### src/rtl/isef_pkg.sv
// shared types and constants of the line smoother
// no dependencies; used by isef_qmul and isef_line_smoother_top
package isef_pkg;

    localparam int LINE_MAX_DEF = 64;

    localparam int SAMPLE_W = 16;
    localparam int COEF_W   = 16;
    localparam int ACC_W    = 18;
    localparam int PROD_W   = ACC_W + COEF_W;
    localparam int RND_BIT  = COEF_W - 1;

    localparam int CFG_AW = 4;
    localparam int CFG_DW = 32;

    localparam logic [COEF_W-1:0] POLE_RST   = 16'd32768;
    localparam logic [COEF_W-1:0] CGAIN_RST  = 16'd21845;
    localparam logic [COEF_W-1:0] ACGAIN_RST = 16'd10923;

    typedef enum logic [1:0] {
        REG_POLE   = 2'd0,
        REG_CGAIN  = 2'd1,
        REG_ACGAIN = 2'd2,
        REG_NONE   = 2'd3
    } t_reg_idx;

    typedef enum logic [2:0] {
        S_IDLE,
        S_MUL_X,
        S_MUL_P,
        S_B_RD,
        S_B_MX,
        S_B_MP,
        S_E_RD,
        S_E_OUT
    } t_state;

    typedef enum logic [1:0] {
        MS_X_G1,
        MS_A_POLE,
        MS_X_G2,
        MS_B_POLE
    } t_mul_sel;

endpackage

### src/rtl/isef_qmul.sv
// shared rounding multiplier: q10.8 value times q0.16 coefficient, round half up
// depends on isef_pkg for widths
module isef_qmul (
    input  logic [isef_pkg::ACC_W-1:0]  i_v,
    input  logic [isef_pkg::COEF_W-1:0] i_g,
    output logic [isef_pkg::ACC_W-1:0]  o_p
);

    logic [isef_pkg::PROD_W-1:0] prod;
    logic [isef_pkg::PROD_W-1:0] rnd;

    assign prod = isef_pkg::PROD_W'(i_v) * isef_pkg::PROD_W'(i_g);
    assign rnd  = prod + (isef_pkg::PROD_W'(1) << isef_pkg::RND_BIT);
    // result never exceeds the accumulator range
    assign o_p  = rnd[isef_pkg::PROD_W-1:isef_pkg::COEF_W];

endmodule

### src/rtl/isef_line_smoother_top.sv
// top level of the isef line smoother: sequencer, line stores, config registers
// depends on isef_pkg and isef_qmul
//
// Exponential smoothing of one line of up to LINE_MAX q8.8 samples, ended by
// line_end or by filling the last slot. Each sample is loaded by accepting it,
// then making two passes through the single shared multiplier for g1*x and
// pole*A. At the line end the backward pass reads the last stored sample and
// makes two multiplier passes per stored sample, and the results then leave
// one per cycle while the output is not stalled. The input is stalled during
// the multiplier passes of each sample and, at the line end, until the line
// has been emitted; the final result may still wait in the output register
// while the next line loads. No clearing pass is needed after reset.
module isef_line_smoother_top #(
    parameter int LINE_MAX = isef_pkg::LINE_MAX_DEF
) (
    input  logic                          i_clk,
    input  logic                          i_rst_n,
    input  logic                          i_in_valid,
    output logic                          o_in_stall,
    input  logic [isef_pkg::SAMPLE_W-1:0] i_sample,
    input  logic                          i_line_end,
    output logic                          o_out_valid,
    input  logic                          i_out_stall,
    output logic [isef_pkg::SAMPLE_W-1:0] o_smoothed,
    output logic                          o_last_out,
    input  logic                          psel,
    input  logic                          penable,
    input  logic                          pwrite,
    input  logic [isef_pkg::CFG_AW-1:0]   paddr,
    input  logic [isef_pkg::CFG_DW-1:0]   pwdata,
    output logic [isef_pkg::CFG_DW-1:0]   prdata,
    output logic                          pready
);

    localparam int AW = (LINE_MAX > 1) ? $clog2(LINE_MAX) : 1;
    localparam int AccW = isef_pkg::ACC_W;
    localparam int SumW = AccW + 1;
    localparam int SmpW = isef_pkg::SAMPLE_W;
    localparam int CoefW = isef_pkg::COEF_W;

    isef_pkg::t_state   r_state, n_state;
    isef_pkg::t_mul_sel mul_sel;
    isef_pkg::t_reg_idx cfg_idx;

    logic [CoefW-1:0] r_pole, r_cgain, r_acgain;
    logic [AW-1:0]    r_fill, r_idx, r_last;
    logic [SmpW-1:0]  r_x;
    logic             r_end;
    logic [AccW-1:0]  r_acc, r_prev_a, r_bnext;
    logic [AccW-1:0]  r_rd_a, r_rd_b;
    logic             r_out_valid;
    logic [SmpW-1:0]  r_smoothed;
    logic             r_last_out;

    logic [AccW-1:0] line_store   [LINE_MAX];
    logic [AccW-1:0] causal_store [LINE_MAX];

    logic             in_accept, cfg_wr, out_free, line_done, first_term;
    logic             line_we, causal_we, rd_en, out_load;
    logic [AW-1:0]    line_waddr, line_raddr, rd_pos;
    logic [AccW-1:0]  line_wdata;
    logic [AccW-1:0]  mul_v, mul_p;
    logic [CoefW-1:0] mul_g;
    logic [SumW-1:0]  acc_sum, out_sum;
    logic [AccW-1:0]  acc_sat;
    logic [SmpW-1:0]  out_sat;

    // configuration port
    assign pready  = 1'b1;
    assign cfg_idx = isef_pkg::t_reg_idx'(paddr[3:2]);
    assign cfg_wr  = psel && penable && pwrite && pready;

    always_comb begin
        unique case (cfg_idx)
            isef_pkg::REG_POLE:   prdata = isef_pkg::CFG_DW'(r_pole);
            isef_pkg::REG_CGAIN:  prdata = isef_pkg::CFG_DW'(r_cgain);
            isef_pkg::REG_ACGAIN: prdata = isef_pkg::CFG_DW'(r_acgain);
            default:              prdata = '0;
        endcase
    end

    assign o_in_stall = (r_state != isef_pkg::S_IDLE);
    assign in_accept  = i_in_valid && !o_in_stall;
    assign out_free   = !r_out_valid || !i_out_stall;
    assign line_done  = r_end || (r_fill == AW'(LINE_MAX - 1));

    // shared multiplier operand selection
    always_comb begin
        case (mul_sel)
            isef_pkg::MS_X_G1: begin
                mul_v = AccW'(r_x);
                mul_g = r_cgain;
            end
            isef_pkg::MS_A_POLE: begin
                mul_v = r_prev_a;
                mul_g = r_pole;
            end
            isef_pkg::MS_X_G2: begin
                mul_v = r_rd_b;
                mul_g = r_acgain;
            end
            default: begin
                mul_v = r_bnext;
                mul_g = r_pole;
            end
        endcase
    end

    isef_qmul u_qmul (
        .i_v (mul_v),
        .i_g (mul_g),
        .o_p (mul_p)
    );

    // the recursive term is absent at the first sample of each pass
    assign first_term = ((r_state == isef_pkg::S_MUL_P) && (r_fill == '0)) ||
                        ((r_state == isef_pkg::S_B_MP) && (r_idx == r_last));
    assign acc_sum = SumW'(r_acc) + (first_term ? SumW'(0) : SumW'(mul_p));
    assign acc_sat = acc_sum[SumW-1] ? {AccW{1'b1}} : acc_sum[AccW-1:0];

    assign out_sum = SumW'(r_rd_a) + ((r_idx == r_last) ? SumW'(0) : SumW'(r_rd_b));
    assign out_sat = (|out_sum[SumW-1:SmpW]) ? {SmpW{1'b1}} : out_sum[SmpW-1:0];

    // next state
    always_comb begin
        n_state = r_state;
        unique case (r_state)
            isef_pkg::S_IDLE:  if (in_accept) n_state = isef_pkg::S_MUL_X;
            isef_pkg::S_MUL_X: n_state = isef_pkg::S_MUL_P;
            isef_pkg::S_MUL_P: n_state = line_done ? isef_pkg::S_B_RD : isef_pkg::S_IDLE;
            isef_pkg::S_B_RD:  n_state = isef_pkg::S_B_MX;
            isef_pkg::S_B_MX:  n_state = isef_pkg::S_B_MP;
            isef_pkg::S_B_MP:  n_state = (r_idx == '0) ? isef_pkg::S_E_RD : isef_pkg::S_B_MX;
            isef_pkg::S_E_RD:  n_state = isef_pkg::S_E_OUT;
            isef_pkg::S_E_OUT: begin
                if (out_free && (r_idx == r_last)) n_state = isef_pkg::S_IDLE;
            end
            default:           n_state = isef_pkg::S_IDLE;
        endcase
    end

    // control outputs of the sequencer
    always_comb begin
        mul_sel    = isef_pkg::MS_X_G1;
        line_we    = 1'b0;
        causal_we  = 1'b0;
        rd_en      = 1'b0;
        rd_pos     = r_idx;
        line_raddr = r_idx;
        out_load   = 1'b0;
        unique case (r_state)
            isef_pkg::S_IDLE:  ;
            isef_pkg::S_MUL_X: mul_sel = isef_pkg::MS_X_G1;
            isef_pkg::S_MUL_P: begin
                mul_sel   = isef_pkg::MS_A_POLE;
                line_we   = 1'b1;
                causal_we = 1'b1;
            end
            isef_pkg::S_B_RD:  rd_en = 1'b1;
            isef_pkg::S_B_MX:  mul_sel = isef_pkg::MS_X_G2;
            isef_pkg::S_B_MP: begin
                mul_sel = isef_pkg::MS_B_POLE;
                line_we = 1'b1;
                // fetch the next sample back while this one is written
                if (r_idx != '0) begin
                    rd_en      = 1'b1;
                    line_raddr = r_idx - AW'(1);
                end
            end
            isef_pkg::S_E_RD: begin
                rd_en      = 1'b1;
                line_raddr = r_idx + AW'(1);
            end
            isef_pkg::S_E_OUT: begin
                if (out_free) begin
                    out_load = 1'b1;
                    if (r_idx != r_last) begin
                        rd_en      = 1'b1;
                        rd_pos     = r_idx + AW'(1);
                        line_raddr = r_idx + AW'(2);
                    end
                end
            end
            default: ;
        endcase
    end

    // the line store holds samples, then the backward values in their place
    assign line_waddr = (r_state == isef_pkg::S_MUL_P) ? r_fill : r_idx;
    assign line_wdata = (r_state == isef_pkg::S_MUL_P) ? AccW'(r_x) : acc_sat;

    always_ff @(posedge i_clk) begin
        if (line_we) begin
            line_store[line_waddr] <= line_wdata;
        end
        if (causal_we) begin
            causal_store[r_fill] <= acc_sat;
        end
        if (rd_en) begin
            r_rd_a <= causal_store[rd_pos];
            r_rd_b <= line_store[line_raddr];
        end
    end

    // control state
    always_ff @(posedge i_clk) begin
        if (!i_rst_n) begin
            r_state     <= isef_pkg::S_IDLE;
            r_fill      <= '0;
            r_out_valid <= 1'b0;
            r_pole      <= isef_pkg::POLE_RST;
            r_cgain     <= isef_pkg::CGAIN_RST;
            r_acgain    <= isef_pkg::ACGAIN_RST;
        end else begin
            r_state <= n_state;
            if (cfg_wr) begin
                case (cfg_idx)
                    isef_pkg::REG_POLE:   r_pole   <= pwdata[CoefW-1:0];
                    isef_pkg::REG_CGAIN:  r_cgain  <= pwdata[CoefW-1:0];
                    isef_pkg::REG_ACGAIN: r_acgain <= pwdata[CoefW-1:0];
                    default: ;
                endcase
            end
            if (r_state == isef_pkg::S_MUL_P) begin
                r_fill <= line_done ? '0 : r_fill + AW'(1);
            end
            if (out_load) begin
                r_out_valid <= 1'b1;
            end else if (!i_out_stall) begin
                r_out_valid <= 1'b0;
            end
        end
    end

    // datapath
    always_ff @(posedge i_clk) begin
        if (in_accept) begin
            r_x   <= i_sample;
            r_end <= i_line_end;
        end
        if ((r_state == isef_pkg::S_MUL_X) || (r_state == isef_pkg::S_B_MX)) begin
            r_acc <= mul_p;
        end
        if (r_state == isef_pkg::S_MUL_P) begin
            r_prev_a <= acc_sat;
            if (line_done) begin
                r_last <= r_fill;
                r_idx  <= r_fill;
            end
        end
        if (r_state == isef_pkg::S_B_MP) begin
            r_bnext <= acc_sat;
            if (r_idx != '0) r_idx <= r_idx - AW'(1);
        end
        if (out_load) begin
            r_smoothed <= out_sat;
            r_last_out <= (r_idx == r_last);
            if (r_idx != r_last) r_idx <= r_idx + AW'(1);
        end
    end

    assign o_out_valid = r_out_valid;
    assign o_smoothed  = r_smoothed;
    assign o_last_out  = r_last_out;

`ifndef SYNTHESIS
    // leaving the emit phase leaves the final item of the line in the output register
    a_last_held: assert property (@(posedge i_clk) disable iff (!i_rst_n)
        (r_state == isef_pkg::S_E_OUT && n_state == isef_pkg::S_IDLE)
        |=> (r_out_valid && r_last_out))
        else $error("line left emit without a final item");

    // the fill count is back at zero once the backward pass is under way
    a_fill_clear: assert property (@(posedge i_clk) disable iff (!i_rst_n)
        (r_state == isef_pkg::S_B_MX) |-> (r_fill == '0))
        else $error("fill count not cleared at line end");

    // emission never runs past the stored line
    a_emit_range: assert property (@(posedge i_clk) disable iff (!i_rst_n)
        (r_state == isef_pkg::S_E_OUT) |-> (r_idx <= r_last))
        else $error("emit index beyond line length");
`endif

endmodule
### config.mk
export PLATFORM = sky130hd
export DESIGN_NAME = isef_line_smoother_top
export DESIGN_NICKNAME = d
export VERILOG_FILES = /design/src/rtl/isef_pkg.sv /design/src/rtl/isef_qmul.sv /design/src/rtl/isef_line_smoother_top.sv
export SDC_FILE = /design/constraint.sdc
export NUM_CORES = 2
export LEC_CHECK = 0
export BUFFER_PORTS_ARGS = -buffer_cell sky130_fd_sc_hd__buf_4
export CORE_UTILIZATION = 55
export DETAILED_ROUTE_END_ITERATION = 8
export HOLD_SLACK_MARGIN = 0.06
export PLACE_DENSITY_LB_ADDON = 0.3
export SYNTH_ARGS = -nofsm -noshare
export SYNTH_HDL_FRONTEND = slang
export SYNTH_SLANG_ARGS = --single-unit
### constraint.sdc
create_clock -name i_clk -period 28.7 [get_ports i_clk]
set_clock_uncertainty 0.1 [all_clocks]
set_input_delay 1.435 -clock i_clk [delete_from_list [all_inputs] [get_ports i_clk]]
set_output_delay 1.435 -clock i_clk [all_outputs]
set_load 0.005 [all_outputs]
==> results.py <==
metrics = {
    "timing": {
        "fin_hold_ws_ns": 0.381,
        "min_period_ns": 13.74,
        "drv_slew": 0,
        "max_slew_margin": 0.119,
        "timing.final.crit_share": 0.479,
        "max_freq_mhz": 72.8,
        "rsz0062_at_grt": "no",
        "finalHoldViolations": 0,
        "fin_ws_ns": 14.96,
        "final-setup-viol-count": 0,
        "fin_tns_setup_ns": 0,
        "worstMarginPinSlew_ns": 1.32,
    },
    "clock_network": {
        "cts.root.buffer_cell": "clkbuf_16",
        "post_cts_resized": 0,
        "worstSkewPairLatency_ns": 0.91,
        "cts_buffer_depth": 3,
        "numCtsBuffers": 241,
        "htree_levels": 4,
        "cts_tree": "done",
        "hold_buffers": 0,
        "cts_setup_buffers": 0,
        "clk_pin_slew_worst_paths_ns": 0.06,
        "cts.sinks": 2498,
    },
    "worst_setup_path": {
        "slowest_delay_ns": 0.80,
        "slowest_stage": "mux2_2",
        "crit_buf_inv": 7,
        "crit_family": "adder cells",
        "crit_fanout": 68,
        "worstPathArrival_ns": 14.06,
        "end_kind": "flip-flop",
        "crit_type": "flip-flop to flip-flop",
        "required_ns": 29.02,
        "start_kind": "flip-flop",
        "crit_top_cell": "fa_1",
    },
    "synth": {
        "yosysUniqueCellTypes": 95,
        "syn_avg_cell_area_um2": 13.8,
        "ys_ff_latch": 2498,
        "synth_enable_flop_cells": 2434,
        "async_reset_ff_frac": 0,
        "synthCells": 8283,
        "synth_area_um2": 114000,
        "yosys_warnings": 0,
        "synth_flop_cell": "edfxtp_1",
        "seq_area_frac_synth": 0.650,
    },
    "die": {
        "die_width_um": 458,
        "num_io_pins": 112,
        "die_area_um2": 210000,
        "die_y_um": 458,
        "initial_core_util": 0.553,
        "core_um2": 207000,
        "num_rows": 167,
    },
    "grt": {
        "grt_max_degree": 176,
        "overflow": 0,
        "grt_pass1_wl_mm": 449,
        "antenna_found_initial": 17,
        "grt.total_usage": 0.289,
        "grt_pass1_vias": 70641,
    },
    "final_layout": {
        "num-nets-final": 8779,
        "fin_util": 0.612,
        "areaGrowthSynthToFinish_pct": 10.6,
        "drive_gt1_frac": 0.126,
    },
    "place": {
        "port_buffers": 76,
        "finalWeightedCongestion": 0.922,
        "dp.final_hpwl_mm": 180,
        "pre_cts_slack_ns": 15.16,
    },
    "detailed_routing": {
        "drt-total-wl_mm": 305,
        "vias": 71665,
        "via_per_inst": 6.38,
        "wl_per_cell_um": 27.1,
        "drt_iter0_drc": 9096,
        "dr.pass1.iters": 7,
        "ant_nets": 0,
        "drc": 0,
    },
    "min_path": {
        "hold_path_class": "flip-flop to flip-flop",
    },
    "status": {
        "status": "finished clean",
    },
    "job": {
        "maxCapViolations": 0,
    },
}
==> layer usage <==
metal  up-vias  GRT usage  part of all wire
met5         -          0           0.00011
met4         6      0.145             0.054
li1      30931          -                 -
met2      3931      0.446              0.46
met1     36120      0.397              0.38
met3       677     0.0538              0.10
==> through the flow <==
| stage | std cells | instance area [µm²] |
|---|---|---|
| global placement | 10797 | 118000 |
| detailed placement | 10797 | 118000 |
| global route | 11234 | 127000 |
| CTS | 11232 | 126000 |
| finish | 11239 | 127000 |
| floorplan | 8298 | 114000 |
==> state kept, by name (all words and copies together) (netlist names) <==
signal and flops:
o_out_valid 1, r_acc 18, r_cgain 16, r_state 3, r_bnext 18, o_last_out 1, r_acgain 16, r_rd_a 18
r_x 16, o_smoothed 16, r_last 6, r_rd_b 18, r_pole 16, r_prev_a 18, r_idx 6, r_end 1
line_store 1152, causal_store 1152, r_fill 6
==> cells in the final DEF, fill, tap and decap left out, types with 37 or more instances in the layout <==
cell / synthesis / layout
edfxtp_1: 2434 / 2434
nand2_1: 1667 / 1652
mux2i_1: 428 / 428
nand3_1: 347 / 347
nor2_1: 380 / 305
buf_4: 39 / 301
inv_1: 294 / 293
mux4_2: 249 / 249
clkbuf_16: 0 / 243
fa_1: 223 / 223
a21oi_1: 162 / 161
ha_1: 160 / 159
and3_1: 122 / 122
o21ai_0: 118 / 117
o22ai_1: 113 / 113
a311oi_1: 112 / 112
a211oi_1: 85 / 85
a31oi_1: 92 / 78
nor2_2: 3 / 76
nor2b_1: 73 / 71
dfxtp_1: 64 / 61
clkinv_1: 1 / 58
o31ai_1: 38 / 38
a32o_1: 37 / 37
a32oi_1: 37 / 37
==> cell families (layout without fill, tap and decap cells) <==
| group | Yosys count | in the layout | share of synthesized area |
|---|---|---|---|
| flip-flops | 2498 | 2498 | 0.650 |
| AND/OR/NAND/NOR | 2757 | 2757 | 0.103 |
| adder cells (fa/ha/maj) | 383 | 383 | 0.0565 |
| AO/OA/AOI/OAI | 1081 | 1081 | 0.0669 |
| other | 2 | 24 | 0.0000657 |
| multiplexers | 680 | 680 | 0.0868 |
| XOR/XNOR | 69 | 69 | 0.00607 |
| buffers and inverters | 813 | 1043 | 0.0304 |
==> Yosys cell counts (39+ instances only) <==
cell,number,area [µm²]
a211oi_1,85,638
a21oi_1,162,811
a311oi_1,112,981
a31oi_1,92,576
and3_1,122,763
buf_1,72,270
buf_2,128,641
buf_4,39,293
clkbuf_1,261,980
dfxtp_1,64,1280
edfxtp_1,2434,73100
fa_1,223,4460
ha_1,160,2000
inv_1,294,1100
mux2i_1,428,4280
mux4_2,249,5610
nand2_1,1667,6260
nand3_1,347,1740
nor2_1,380,1430
nor2b_1,73,457
o21ai_0,118,591
o22ai_1,113,707
==> worst paths after layout <==
check / startpoint / endpoint / slack (ns) / cells after the start
setup / recovery: r_state[2]$_SDFFE_PN0P_ / line_store[22][11]$_DFFE_PP_ / 14.96 / 38
setup reg to reg: r_state[2]$_SDFFE_PN0P_ / line_store[22][11]$_DFFE_PP_ / 14.96 / 38
hold / removal: r_pole[2]$_SDFFE_PN0P_ / r_pole[2]$_SDFFE_PN0P_ / 0.38 / 2
hold reg to reg: r_pole[2]$_SDFFE_PN0P_ / r_pole[2]$_SDFFE_PN0P_ / 0.38 / 2
==> final cells by class <==
cell class	instances	area (µm²)
diodes	7	17.5
clock buffers	280	6230
clock inverters	155	1780
fillers	15037	80300
inverters	297	1120
multi-input cells	4987	37100
flip-flops and latches	2498	74400
well taps	2704	3380
repair buffers	311	2460
==> worst min-delay path, cell delays in order (launching register included) <==
cell and delay [ns]:
dfxtp_1 0.32, nand2_1 0.05, a21boi_0 0.06
Power is not shown: default switching activity piles up to over one toggle a cycle in this logic, so the estimate is an artifact.
